<file path="src/hw/rtl/sfst_pkg.sv">
`timescale 1ns / 1ps

package sfst_pkg;

  localparam int unsigned BytesW = 24;
  localparam int unsigned CountW = 16;
  localparam int unsigned PagesW = 8;

  localparam logic [BytesW-1:0] BudgetReset = 24'd524288;
  localparam logic [PagesW-1:0] PagesReset  = 8'd1;
  localparam logic [CountW-1:0] CountMax    = 16'hFFFF;

  typedef enum logic [1:0] {
    OP_ALLOC  = 2'd0,
    OP_FREE   = 2'd1,
    OP_ESCAPE = 2'd2,
    OP_FLUSH  = 2'd3
  } op_e;

  typedef enum logic [2:0] {
    ST_DONE    = 3'd0,
    ST_INVALID = 3'd1,
    ST_EMPTY   = 3'd2,
    ST_PENDING = 3'd3,
    ST_FULL    = 3'd4,
    ST_BUDGET  = 3'd5,
    ST_ESCAPE  = 3'd6,
    ST_FLUSHED = 3'd7
  } status_e;

  typedef enum logic {
    CFG_BYTE_BUDGET     = 1'b0,
    CFG_PAGES_PER_CLASS = 1'b1
  } cfg_idx_e;

  typedef enum logic [1:0] {
    S_IDLE = 2'd0,
    S_MUL  = 2'd1,
    S_EXEC = 2'd2
  } state_e;

  // controller -> datapath
  typedef struct packed {
    logic ld_in;   // capture the input transaction
    logic ld_mul;  // register capacity and the addressed count
    logic commit;  // update state and load the output register
  } cmd_t;

endpackage

</file>
<file path="src/hw/rtl/slab_free_slot_shadow_tracker.sv">
`timescale 1ns / 1ps
// A transaction is captured, then the capacity multiply is registered with the count
//   read, then decide and update loads the output register, later if the output stalls.
// The controller takes one item at a time through the capture, multiply and update
//   steps, so no new transaction is accepted until the last one has committed.
// Reset (rst_ni low, asynchronous): all class counts and the byte total clear,
//   byte_budget = 524288, pages_per_class = 1, no result pending.
module slab_free_slot_shadow_tracker #(
  parameter int unsigned CLASS_COUNT = 6
) (
  input  logic        clk_i,
  input  logic        rst_ni,
  // input stream
  input  logic        s_axis_tvalid,
  output logic        s_axis_tready,
  // [2:0] size_class, [18:3] slot_index, [34:19] run_slot_count,
  // [58:35] slot_bytes, [63:59] zero
  input  logic [63:0] s_axis_tdata,
  // [1:0] operation, [2] remote_pending
  input  logic [2:0]  s_axis_tuser,
  // result stream
  output logic        m_axis_tvalid,
  input  logic        m_axis_tready,
  // [15:0] class_count_after, [39:16] cached_bytes_after
  output logic [39:0] m_axis_tdata,
  // [2:0] status, [3] boundary_reached
  output logic [3:0]  m_axis_tuser,
  // configuration writes, always accepted
  input  logic        cfg_valid_i,
  output logic        cfg_ready_o,
  input  logic        cfg_index_i,
  input  logic [23:0] cfg_data_i
);

  sfst_pkg::cmd_t cmd;

  logic [2:0]  status;
  logic [15:0] class_count_after;
  logic [23:0] cached_bytes_after;
  logic        boundary_reached;

  assign cfg_ready_o = 1'b1;

  // Controller: idle -> multiply -> execute; execute waits on a full output
  // register, so a finished result can sit while the next item is captured.
  sfst_ctrl u_ctrl (
    .clk_i       (clk_i),
    .rst_ni      (rst_ni),
    .in_valid_i  (s_axis_tvalid),
    .in_ready_o  (s_axis_tready),
    .out_valid_o (m_axis_tvalid),
    .out_ready_i (m_axis_tready),
    .cmd_o       (cmd)
  );

  // Datapath: config registers, per-class counts, byte total, capacity
  // multiplier and the output payload register.
  sfst_dp #(
    .CLASS_COUNT (CLASS_COUNT)
  ) u_dp (
    .clk_i                (clk_i),
    .rst_ni               (rst_ni),
    .cmd_i                (cmd),
    .cfg_we_i             (cfg_valid_i & cfg_ready_o),
    .cfg_index_i          (cfg_index_i),
    .cfg_data_i           (cfg_data_i),
    .operation_i          (s_axis_tuser[1:0]),
    .size_class_i         (s_axis_tdata[2:0]),
    .slot_index_i         (s_axis_tdata[18:3]),
    .run_slot_count_i     (s_axis_tdata[34:19]),
    .slot_bytes_i         (s_axis_tdata[58:35]),
    .remote_pending_i     (s_axis_tuser[2]),
    .status_o             (status),
    .class_count_after_o  (class_count_after),
    .cached_bytes_after_o (cached_bytes_after),
    .boundary_reached_o   (boundary_reached)
  );

  assign m_axis_tdata = {cached_bytes_after, class_count_after};
  assign m_axis_tuser = {boundary_reached, status};

  // A commit must never overwrite a result that has not been taken.
  a_commit_no_overwrite: assert property (@(posedge clk_i) disable iff (!rst_ni)
    cmd.commit |-> (!m_axis_tvalid || m_axis_tready))
    else $error("result overwritten before transfer");

  // The block takes one transaction at a time: busy right after acceptance.
  a_busy_after_accept: assert property (@(posedge clk_i) disable iff (!rst_ni)
    (s_axis_tvalid && s_axis_tready) |=> !s_axis_tready)
    else $error("input accepted while busy");

  // A flush result always reports an empty cache.
  a_flush_clears: assert property (@(posedge clk_i) disable iff (!rst_ni)
    (m_axis_tvalid && status == sfst_pkg::ST_FLUSHED)
      |-> (cached_bytes_after == '0 && class_count_after == '0))
    else $error("flush left cached state");

  // The boundary flag only comes with a completed alloc or free.
  a_boundary_done: assert property (@(posedge clk_i) disable iff (!rst_ni)
    (m_axis_tvalid && boundary_reached) |-> (status == sfst_pkg::ST_DONE))
    else $error("boundary flag on a non-done result");

endmodule

</file>
<file path="src/hw/rtl/sfst_ctrl.sv">
`timescale 1ns / 1ps

module sfst_ctrl (
  input  logic              clk_i,
  input  logic              rst_ni,
  input  logic              in_valid_i,
  output logic              in_ready_o,
  output logic              out_valid_o,
  input  logic              out_ready_i,
  output sfst_pkg::cmd_t    cmd_o
);

  sfst_pkg::state_e state_q, state_d;
  logic out_valid_q, out_valid_d;

  always_ff @(posedge clk_i or negedge rst_ni) begin
    if (!rst_ni) begin
      state_q     <= sfst_pkg::S_IDLE;
      out_valid_q <= 1'b0;
    end else begin
      state_q     <= state_d;
      out_valid_q <= out_valid_d;
    end
  end

  always_comb begin
    state_d      = state_q;
    in_ready_o   = 1'b0;
    cmd_o        = '0;
    unique case (state_q)
      sfst_pkg::S_IDLE: begin
        in_ready_o = 1'b1;
        if (in_valid_i) begin
          cmd_o.ld_in = 1'b1;
          state_d     = sfst_pkg::S_MUL;
        end
      end
      sfst_pkg::S_MUL: begin
        cmd_o.ld_mul = 1'b1;
        state_d      = sfst_pkg::S_EXEC;
      end
      sfst_pkg::S_EXEC: begin
        // hold until the output register is free or drains this cycle
        if (!out_valid_q || out_ready_i) begin
          cmd_o.commit = 1'b1;
          state_d      = sfst_pkg::S_IDLE;
        end
      end
      default: state_d = sfst_pkg::S_IDLE;
    endcase

    if (cmd_o.commit) begin
      out_valid_d = 1'b1;
    end else if (out_ready_i) begin
      out_valid_d = 1'b0;
    end else begin
      out_valid_d = out_valid_q;
    end
  end

  assign out_valid_o = out_valid_q;

endmodule

</file>
<file path="src/hw/rtl/sfst_dp.sv">
`timescale 1ns / 1ps

module sfst_dp #(
  parameter int unsigned CLASS_COUNT = 6
) (
  input  logic                          clk_i,
  input  logic                          rst_ni,
  input  sfst_pkg::cmd_t                cmd_i,
  // configuration write
  input  logic                          cfg_we_i,
  input  logic                          cfg_index_i,
  input  logic [sfst_pkg::BytesW-1:0]   cfg_data_i,
  // input transaction
  input  logic [1:0]                    operation_i,
  input  logic [2:0]                    size_class_i,
  input  logic [15:0]                   slot_index_i,
  input  logic [15:0]                   run_slot_count_i,
  input  logic [sfst_pkg::BytesW-1:0]   slot_bytes_i,
  input  logic                          remote_pending_i,
  // result
  output logic [2:0]                    status_o,
  output logic [sfst_pkg::CountW-1:0]   class_count_after_o,
  output logic [sfst_pkg::BytesW-1:0]   cached_bytes_after_o,
  output logic                          boundary_reached_o
);

  localparam int unsigned BytesW = sfst_pkg::BytesW;
  localparam int unsigned CountW = sfst_pkg::CountW;
  localparam int unsigned PagesW = sfst_pkg::PagesW;
  localparam int unsigned ProdW  = CountW + PagesW;

  // configuration registers
  logic [BytesW-1:0] budget_q;
  logic [PagesW-1:0] pages_q;

  always_ff @(posedge clk_i or negedge rst_ni) begin
    if (!rst_ni) begin
      budget_q <= sfst_pkg::BudgetReset;
      pages_q  <= sfst_pkg::PagesReset;
    end else if (cfg_we_i) begin
      unique case (sfst_pkg::cfg_idx_e'(cfg_index_i))
        sfst_pkg::CFG_BYTE_BUDGET:     budget_q <= cfg_data_i;
        sfst_pkg::CFG_PAGES_PER_CLASS: pages_q  <= cfg_data_i[PagesW-1:0];
        default: ;
      endcase
    end
  end

  // captured transaction
  sfst_pkg::op_e     op_q;
  logic [2:0]        cls_q;
  logic [15:0]       slot_q;
  logic [15:0]       nslots_q;
  logic [BytesW-1:0] bytes_q;
  logic              pend_q;

  always_ff @(posedge clk_i) begin
    if (cmd_i.ld_in) begin
      op_q     <= sfst_pkg::op_e'(operation_i);
      cls_q    <= size_class_i;
      slot_q   <= slot_index_i;
      nslots_q <= run_slot_count_i;
      bytes_q  <= slot_bytes_i;
      pend_q   <= remote_pending_i;
    end
  end

  // state
  logic [CountW-1:0] counts_q [CLASS_COUNT];
  logic [CountW-1:0] counts_d [CLASS_COUNT];
  logic [BytesW-1:0] total_q, total_d;

  logic cls_valid;
  assign cls_valid = {1'b0, cls_q} < 4'(CLASS_COUNT);

  logic [CountW-1:0] cnt_sel;
  always_comb begin
    cnt_sel = '0;
    for (int c = 0; c < CLASS_COUNT; c++) begin
      if (cls_q == 3'(c)) cnt_sel = counts_q[c];
    end
  end

  // capacity stage: one 16x8 multiply, saturated to the count width
  logic [ProdW-1:0]  prod;
  logic [CountW-1:0] cap_q;
  logic [CountW-1:0] cnt_q;

  assign prod = ProdW'(nslots_q) * ProdW'(pages_q);

  always_ff @(posedge clk_i) begin
    if (cmd_i.ld_mul) begin
      cap_q <= (prod > ProdW'(sfst_pkg::CountMax)) ? sfst_pkg::CountMax
                                                   : prod[CountW-1:0];
      cnt_q <= cnt_sel;
    end
  end

  // decision and update
  sfst_pkg::status_e status;
  logic [CountW-1:0] cnt_new;
  logic              cnt_upd;
  logic              flush;
  logic              boundary;

  always_comb begin
    status   = sfst_pkg::ST_DONE;
    cnt_new  = cnt_q;
    cnt_upd  = 1'b0;
    flush    = 1'b0;
    boundary = 1'b0;
    total_d  = total_q;
    unique case (op_q)
      sfst_pkg::OP_ALLOC: begin
        if (!cls_valid) begin
          status = sfst_pkg::ST_INVALID;
        end else if (cnt_q == '0) begin
          status = sfst_pkg::ST_EMPTY;
        end else begin
          cnt_new  = cnt_q - CountW'(1);
          cnt_upd  = 1'b1;
          boundary = (cnt_q == CountW'(1));
          total_d  = (total_q >= bytes_q) ? total_q - bytes_q : '0;
        end
      end
      sfst_pkg::OP_FREE: begin
        if (!cls_valid || slot_q >= nslots_q) begin
          status = sfst_pkg::ST_INVALID;
        end else if (pend_q) begin
          status = sfst_pkg::ST_PENDING;
        end else if (cap_q == '0 || cnt_q >= cap_q) begin
          status = sfst_pkg::ST_FULL;
        end else if (bytes_q == '0 || bytes_q > budget_q ||
                     total_q > budget_q - bytes_q) begin
          status = sfst_pkg::ST_BUDGET;
        end else begin
          // total + bytes <= budget, so the sum fits the byte width
          cnt_new  = cnt_q + CountW'(1);
          cnt_upd  = 1'b1;
          boundary = (cnt_q + CountW'(1) == cap_q);
          total_d  = total_q + bytes_q;
        end
      end
      sfst_pkg::OP_ESCAPE: begin
        status = cls_valid ? sfst_pkg::ST_ESCAPE : sfst_pkg::ST_INVALID;
      end
      sfst_pkg::OP_FLUSH: begin
        status  = sfst_pkg::ST_FLUSHED;
        flush   = 1'b1;
        cnt_new = '0;
        total_d = '0;
      end
      default: status = sfst_pkg::ST_INVALID;
    endcase
  end

  always_comb begin
    for (int c = 0; c < CLASS_COUNT; c++) begin
      if (flush) begin
        counts_d[c] = '0;
      end else if (cnt_upd && cls_q == 3'(c)) begin
        counts_d[c] = cnt_new;
      end else begin
        counts_d[c] = counts_q[c];
      end
    end
  end

  always_ff @(posedge clk_i or negedge rst_ni) begin
    if (!rst_ni) begin
      for (int c = 0; c < CLASS_COUNT; c++) counts_q[c] <= '0;
      total_q <= '0;
    end else if (cmd_i.commit) begin
      for (int c = 0; c < CLASS_COUNT; c++) counts_q[c] <= counts_d[c];
      total_q <= total_d;
    end
  end

  // output register
  always_ff @(posedge clk_i) begin
    if (cmd_i.commit) begin
      status_o             <= status;
      class_count_after_o  <= cls_valid ? cnt_new : '0;
      cached_bytes_after_o <= total_d;
      boundary_reached_o   <= boundary;
    end
  end

endmodule

</file>
<file path="config.mk">
export PLATFORM = sky130hd
export DESIGN_NAME = slab_free_slot_shadow_tracker
export DESIGN_NICKNAME = d
export VERILOG_FILES = /design/src/hw/rtl/sfst_pkg.sv /design/src/hw/rtl/slab_free_slot_shadow_tracker.sv /design/src/hw/rtl/sfst_ctrl.sv /design/src/hw/rtl/sfst_dp.sv
export SDC_FILE = /design/constraint.sdc
export NUM_CORES = 1
export LEC_CHECK = 0
export ABC_AREA = 1
export BUFFER_PORTS_ARGS = -buffer_cell sky130_fd_sc_hd__buf_2
export CORE_MARGIN = 1
export CORE_UTILIZATION = 63
export DETAILED_ROUTE_END_ITERATION = 16
export PLACE_DENSITY_LB_ADDON = 0.2
export SYNTH_ARGS = -nofsm -noshare
export SYNTH_HDL_FRONTEND = slang
export SYNTH_SLANG_ARGS = --single-unit
</file>
<file path="constraint.sdc">
create_clock -name clk_i -period 7.6 [get_ports clk_i]
set_input_delay 2.28 -clock clk_i [delete_from_list [all_inputs] [get_ports clk_i]]
set_output_delay 2.28 -clock clk_i [all_outputs]
set_load 0.02 [all_outputs]
</file>
==> results of run 1 <==
## cells in the mapped netlist, types with 2 or more instances
| cell type | count | area, sq um |
|---|---|---|
| inv_2 | 5 | 18.8 |
| o21ai_0 | 119 | 596 |
| buf_1 | 7 | 26.3 |
| nor3_1 | 28 | 140 |
| edfxtp_1 | 138 | 4140 |
| xnor2_1 | 20 | 175 |
| dfstp_2 | 2 | 52.6 |
| nand4_1 | 45 | 282 |
| ha_1 | 174 | 2180 |
| nor2_4 | 2 | 22.5 |
| o22ai_1 | 3 | 18.8 |
| o21a_1 | 8 | 60.1 |
| a211oi_1 | 3 | 22.5 |
| o211ai_1 | 15 | 113 |
| a22o_1 | 16 | 140 |
| nand2_4 | 5 | 56.3 |
| o31ai_1 | 2 | 15.0 |
| buf_4 | 10 | 75.1 |
| dfrtp_1 | 153 | 3830 |
| nand2_2 | 12 | 75.1 |
| or2_2 | 5 | 31.3 |
| nor2_1 | 156 | 586 |
| nor3b_1 | 2 | 15.0 |
| buf_6 | 4 | 45.0 |
| clkinv_1 | 4 | 15.0 |
| buf_2 | 18 | 90.1 |
| a31oi_1 | 20 | 125 |
| a21oi_1 | 141 | 706 |
| nand2_1 | 956 | 3590 |
| o21bai_1 | 10 | 75.1 |
| mux2_2 | 16 | 180 |
| nand3_1 | 242 | 1210 |
| xor2_1 | 59 | 517 |
| a21oi_2 | 6 | 52.6 |
| nor4_1 | 10 | 62.6 |
| fa_1 | 87 | 1740 |
| a21o_1 | 10 | 75.1 |
| inv_1 | 406 | 1520 |
| a221oi_1 | 15 | 131 |
| clkbuf_1 | 79 | 297 |
| a21boi_0 | 2 | 15.0 |
| nand3b_1 | 4 | 30.0 |
## layer usage
layer	GRT usage	wire, um
met1	0.508	28600
met2	0.608	32600
met3	0.0691	6340
met4	0.127	1970
met5	0	0
## report_power, final
part	internal [uW]	switching, uW	leakage (uW)
combinational	1620	3160	0.00938
sequential	2160	457	0.00325
clock	942	722	0.000556
total	4720	4340	0.0132
## area by class of cell
| cell class | instances | area share |
|---|---|---|
| Clock inverter | 16 | 0.00673 |
| Timing Repair Buffer | 153 | 0.0321 |
| Sequential cell | 293 | 0.317 |
| Multi-Input combinational cell | 2204 | 0.521 |
| Clock buffer | 46 | 0.0379 |
| Tap cell | 468 | 0.0232 |
| Inverter | 415 | 0.0616 |
## through the flow
| stage | cells | hold WS (ns) | utilization | area [sq um] |
|---|---|---|---|---|
| after floorplan | 3030 | 0.442 | - | 23300 |
| after global placement | 3533 | 0.454 | 0.663 | 24200 |
| after detailed placement | 3533 | 0.459 | 0.663 | 24200 |
| after CTS | 3595 | 0.474 | 0.694 | 25300 |
| after global routing | 3595 | 0.494 | 0.694 | 25300 |
| final | 3595 | 0.477 | 0.694 | 25300 |
## tightest hold or removal path: cells and delay by family (launching register included)
family,cells,cell delay [ns]
flops,1,0.35
simple gates,2,0.10
## state kept, by name, indices dropped and copies added (netlist names), 3 cells and up
name                       cells
u_dp.status_o                  3
u_dp.slot_q                   16
u_dp.cap_q                    16
u_dp.counts_q                 96
u_dp.cnt_q                    16
u_dp.total_q                  24
u_dp.bytes_q                  24
u_dp.nslots_q                 16
u_dp.cached_bytes_after_o     24
u_dp.budget_q                 24
u_dp.pages_q                   8
u_dp.class_count_after_o      16
u_dp.cls_q                     3
## logic make-up after synthesis
logic type / synth area share
and+or+nand+nor: 0.266
buffers and inverters: 0.0899
AOI/OAI and AO/OA: 0.0932
DFF: 0.345
adders and majority gates: 0.169
xor gates and xnor gates: 0.0298
muxes: 0.00775
other: 0.000161
## path summary, 6_finish.rpt
path	start	end	slack (ns)
min	u_dp.counts_q[6]	u_dp.counts_q[6]	0.48
min reg2reg	u_dp.counts_q[6]	u_dp.counts_q[6]	0.48
max in group asynchronous	rst_ni	u_dp.counts_q[95]	4.69
max	u_dp.pages_q[3]	u_dp.cap_q[2]	1.72
max reg2reg	u_dp.pages_q[3]	u_dp.cap_q[2]	1.72
min in group asynchronous	rst_ni	u_dp.budget_q[21]	1.70
==> summary by stage, run 1 <==
CTS
Clock tree synthesis found a total of 293 sinks. The CTS tree is done. The number of buffers inserted to repair setup after CTS is 0.

The clock buffer count from CTS is 34. The H-tree was split into 2 levels. Clock-pin slew was measured on the worst setup and hold paths at 0.07 ns. The clock latency of the later-clocked register in the worst-skew pair is 0.58 ns. The tree is rooted in a clkbuf_16. Hold repair after CTS inserted 0 buffers. The maximum buffer depth of the clock tree is 3. The quantity of gates resized following cts is 0.

Yosys
The synthesized instance count is 3030. The number of flops mapped to enable cells by yosys is 138. Synthesis inferred 293 register bits. The average cell area after synthesis is 7.68 sq um. The share of the Yosys chip area taken by registers is 0.345. The distinct cell type count after synthesis is 53.

Of all flip-flops after synthesis, the portion carrying an async set or reset was 0.529. After synthesis the cells add up to 23300 sq um. The dominant register cell in the synthesized netlist is dfrtp_1. For this run, the number of Yosys warnings is 0. The post-synth net total is 3388.

Critical path
The setup path with the least slack is of type flip-flop to flip-flop. The length in cells of the worst reg-to-reg path is 21. Data on the critical path arrives at its endpoint at 6.16 ns.

The required time of the critical path is 7.89 ns. Traced cell by cell, the critical path runs through nand2_1 -> fa_1 -> fa_1 -> inv_1 -> fa_1 -> inv_1 -> fa_1 -> inv_1 -> ha_1 -> a21oi_1 -> o21ai_0 -> a21oi_1 -> o21ai_0 -> nand3_1 -> nand2_1 -> nand2_1 -> nand2_1 -> nand2_1 -> nand3_1 -> nor2_1 -> nand3b_1. The top cell family by delay on the critical path is adder cells. In this run the worst path has a maximum fanout of 17. In this design, the critical path's most frequently occurring cell is nand2_1. The worst setup path is launched from a flip-flop. The nature of the critical path endpoint is a flip-flop. The largest individual stage delay along the critical path comes from the cell dfrtp_1.

The count of buffer and inverter cells on the critical path is 3. In this design, the stage delay of the slowest critical-path cell is 0.80 ns. The number of logic stages on the critical path including buffering is 21.

STA
For the final database, setup skew stands at 0.0338 ns. At the pin with the least slew margin, the transition time is 1.17 ns. The total setup violations reported at the end of the flow is 0. In the finished design, the share of the clock period the worst path needs comes to 0.773. The max-slew violation count is 0. For this run, the top clock speed supported by timing is 0.170 GHz. The relative slew slack is 0.215. Setup slack closes at 1.72 ns. Counting I/O delays and the setup requirement, the final critical path takes 5.88 ns. The final hold violation count was 0. Setup repair after global routing left no endpoint under its margin. The final-layout setup total negative slack is 0 ns.

GRT
The total track usage is 0.375. The via count of the first global-routing pass came to 20.7k. The global-route wire length before repair is 110000 um. The number of antenna violations at the first check in global routing is 1.

Entering global routing, the biggest net connects 78 pins. The total congestion overflow after global routing is 0.

Drt
The routed design has 69500 um of wire. The first-pass detailed-route iteration total is 7. The first routing iteration left 2199 violations. The number of nets with antenna violations after routing is 0. After detailed routing, the average wire length per cell comes to 19.3 um. Summing over every cut layer, the via total after detailed routing is 21.1k.

The DRC violations left is 0. In the routed layout, each cell is associated on average with a via count of 5.88.

Cells and area
The final net count is 3459. The most common library cell in the layout ignoring fill and taps is nand2_1. The layout-stage area growth over the synthesis result is 8.74%. Summing all multi-input logic gate instances after layout gives 13200 sq um. Leaving out fill and tap cells, the most frequent cells in the layout are nand2_1, inv_1, nand3_1.

The sequential cell area in the final layout is 8030 sq um. The number of fillers in the final layout is 2988. The antenna cell count is 0. The fraction of final layout cells sized beyond drive strength 1 is 0.0873.

Place
The detailed placer's ending HPWL is 52100 um. The global placer's final weighted congestion is 1.01. At the placement stage, the worst setup path has a slack of 1.73 ns.

The count of buffers added on input and output ports is 137.

Outcome
The run finished with clean final reports.

Min path
Counting instances, the worst hold path has a depth of 2. The class of the most critical hold timing path is flip-flop to flip-flop.

Die
The initial core utilization is 0.638. The die footprint is 37700 sq um. The horizontal extent of the die is 194 um. The core area is 36400 sq um. 144 I/O pins were placed.

The height of the die is 194 um. In this run the core area contains 70 standard-cell rows.

Power
The power consumption is 9060 uW. The worst voltage drop across the vdd grid is 320 uV. In this run the power density over the cells is 358 nW/um^2. The analysis attributes to cell leakage a power of 0.0132 uW.

Run
Across the run, the number of max-cap violations was 0.
Power figures use the tool's default switching activity.
==> inputs of run 2 (changes only) <==
==> constraint.sdc (replaced) <==
create_clock -name clk_i -period 5.95 [get_ports clk_i]
set_input_delay 1.785 -clock clk_i [delete_from_list [all_inputs] [get_ports clk_i]]
set_output_delay 1.785 -clock clk_i [all_outputs]
set_load 0.02 [all_outputs]
==> run 2 against run 1 <==
Final cell count up 0.19%. Flip-flop and latch count unchanged. Sequential share of layout area about the same. Global-route usage up 0.81 points. Register-to-register slack worse by 1.3 ns. Clock skew down 0.017 ns. Routed wire length up 2.3%. Critical path type unchanged.
==> summary by stage, run 2 (synthesis results as in run 1) <==
Drt
Across all layers, the routed design uses 21.5k vias. The number of nets with antenna violations after routing is 0. The average wire length per cell after detail routing is 19.7 um.

The post-detailed-routing wire length is 71100 um. The iteration-0 DRC count of the detailed router is 2177. After detailed routing, the number of vias per cell comes to 5.98. For this run, the detailed router's first-pass iteration total came to 6. For this run, design rule violations remaining after detail routing come to 0.

GRT
The number of antenna violations at the first check in global routing came to 2. For met2 alone, demand over resource in global routing was 0.628. Entering global routing, the biggest net connects 89 pins.

The total congestion overflow after global routing is 0. In the global route stage, overall resource usage came out at 0.383. For met3 alone, demand over resource in global routing was 0.0614. The layer flagged by global routing as most heavily used is met2. The via count of the first global-routing pass is 21.2k.

The first global-routing pass estimated 113000 um of wire. In the global route stage, met1 resource usage came out at 0.508.

Cells and area
The sequential cell area in the final layout is 8030 sq um. The total area of multi-input combinational cells is 13200 sq um. The filler cells instantiated in the layout total 2931. The number of flip-flops in the largest register is 96.

For this run, the post-layout net count is 3466. The register with the most flip-flops is u_dp.counts_q. The finished layout holds 3602 standard cells, fillers aside. The layout-stage area growth over the synthesis result is 8.75%.

Of the cells placed in the final design, the portion with a size suffix greater than 1 is 0.0881. Once layout is done, the placed cells without fillers occupy 25300 sq um. The library cells used most frequently in the layout, excluding fill and tap cells, are nand2_1, inv_1, nand3_1.

The library cell used most frequently in the layout, excluding fill and tap cells, is nand2_1.

Critical path
The top cell family by delay on the critical path is simple AND/OR/NAND/NOR gates. The arrival time at the worst endpoint is 5.98 ns. Measured in cells, the most critical reg-to-reg path has a length of 30. The setup slack on the worst flop-to-flop path is 0.45 ns.

At the worst endpoint, the required time is 6.43 ns. The nature of the critical path endpoint is a flip-flop. The setup path with the least slack is of type flip-flop to flip-flop.

The startpoint of the worst setup timing path is u_dp.bytes_q[0]. The startpoint identified for the worst register-to-register timing path is u_dp.bytes_q[0]. STA classifies the critical path startpoint as a flip-flop. The library cell appearing most often on the critical path is nand2_1. The cell type of the slowest stage on the worst timing path is edfxtp_1.

The count of buffer and inverter cells on the critical path is 3. For this run, the slowest stage of the critical path takes 0.52 ns. The capture instance of the worst register-to-register path is u_dp.counts_q[79].

In this run the worst path has a maximum fanout of 33.

Power
The share of total power dissipated in sequential elements is 0.290. The proportion of power drawn by combinational gates is 0.538. The internal power of the cells totals 6030 uW. Dividing total power by cell area gives a power density of 457 nW/um^2.

Across the VDD grid, the largest voltage drop is 394 uV. Of the total power, the share spent switching nets is 0.478. The leakage component of the power is 0.0132 uW.

Of the total power, the clock network draws 0.172. The switching power of the nets is 5530 uW.

Place
Input and output buffers added on the ports amount to 137. After detailed placement, the total cell area comes to 24200 sq um. Routability-driven placement finished with a final weighted congestion of 0.989. Once placement completed, the tool counted placed cells totaling 3543.

The HPWL after detailed placement is 53300 um.

Die
The die covers 37700 sq um. The initial core utilization is 0.638. The horizontal extent of the die is 194 um. The boundary pin count is 144. The core area is 36400 sq um. The floorplan step set the die height to 194 um. The number of placement rows is 70.

STA
For the pin with the worst max-slew slack, the measured transition is 1.16 ns. The period utilization is 0.924. Based on the critical path, the design can be clocked at up to 0.182 GHz.

In this run the tightest slew margin relative to its limit is 0.224. The total setup violations reported at the end of the flow is 0. The minimum period implied by the final worst setup slack is 5.50 ns. The final-layout setup total negative slack is 0 ns. The max-slew violation count came to 0.

The final hold violation count is 0. The final worst hold slack is 0.475 ns. On the final layout, the worst clock skew is 0.0170 ns. Setup repair after global routing left no endpoint under its margin.

CTS
The clock sink count is 293. In this run, CTS created clock tree buffers numbering 31. The maximum buffer depth of the clock tree is 3.

The number of setup buffers added after CTS is 0. The CTS tree is done. The clock latency of the later-clocked register in the worst-skew pair is 0.61 ns. The H-tree depth is 1. The clock transition at the register clock pins on the worst setup and hold paths after CTS is 0.06 ns. The root buffer selected by CTS is clkbuf_16.

Min path
The class of the most critical hold timing path is flip-flop to flip-flop. The worst hold path begins at u_dp.counts_q[22]. The hold-critical path endpoint is u_dp.counts_q[22]. Along the worst hold path, the cell count comes to 2.

Outcome
The flow ran to the end, and the final reports show no timing, DRC or antenna violations.

Run
Across the run, the number of max-cap violations was 0.
==> run 2: power by group through the flow <==
stage	clock, uW	sequential (uW)	combinational, uW
CTS	2010	3320	6150
floorplan	0	3150	4460
finish	1990	3350	6220
detailed placement	0	3350	6090
global route	2080	3390	6960
global placement	0	3320	5950
==> run 2: cell type report <==
| type | count | share of cell area |
|---|---|---|
| multi-input cells | 2204 | 0.522 |
| clock buffers | 47 | 0.0350 |
| flip-flops and latches | 293 | 0.317 |
| well taps | 468 | 0.0232 |
| diodes | 1 | 0.0000989 |
| inverters | 415 | 0.0616 |
| repair buffers | 163 | 0.0352 |
| clock inverters | 11 | 0.00604 |
==> run 2: worst max-delay path by stage <==
stage,endpoint,cells past startpoint
2_1_floorplan,u_dp.cap_q[0],22
3_3_place_gp,u_dp.cap_q[8],18
3_5_place_dp,u_dp.cap_q[4],22
4_1_cts,u_dp.counts_q[79],25
5_1_grt,u_dp.counts_q[15],30
6_report,u_dp.counts_q[79],30
==> run 2: routing by layer <==
layer  routed length [um]  share of wire
met1                28700           0.40
met5                    0              0
met2                32700           0.46
met4                 3010          0.042
met3                 6660          0.094
==> run 2: repair_timing <==
action	CTS	global route
endpoints found under the hold margin	0	0
hold buffers	0	0
gates resized for setup	0	2
setup endpoints to repair	0	8
==> run 2: metrics by stage <==
stage	utilization	total power (uW)	setup WS [ns]
final	0.694	11600	0.455
after CTS	0.694	11500	0.446
after floorplan	-	7610	0.816
after global routing	0.694	12400	0.122
after detailed placement	0.665	9430	0.552
after global placement	0.665	9270	0.601
==> run 2: worst register-to-register path, delay by kind of cell, from the launching register on <==
family	cells	cell delay, ns
AND/OR/NAND/NOR	20	2.78
adder cells (fa/ha/maj)	3	0.98
buffers and inverters	3	0.53
flip-flops	1	0.52
AO/OA/AOI/OAI	3	0.43
XOR/XNOR	1	0.15
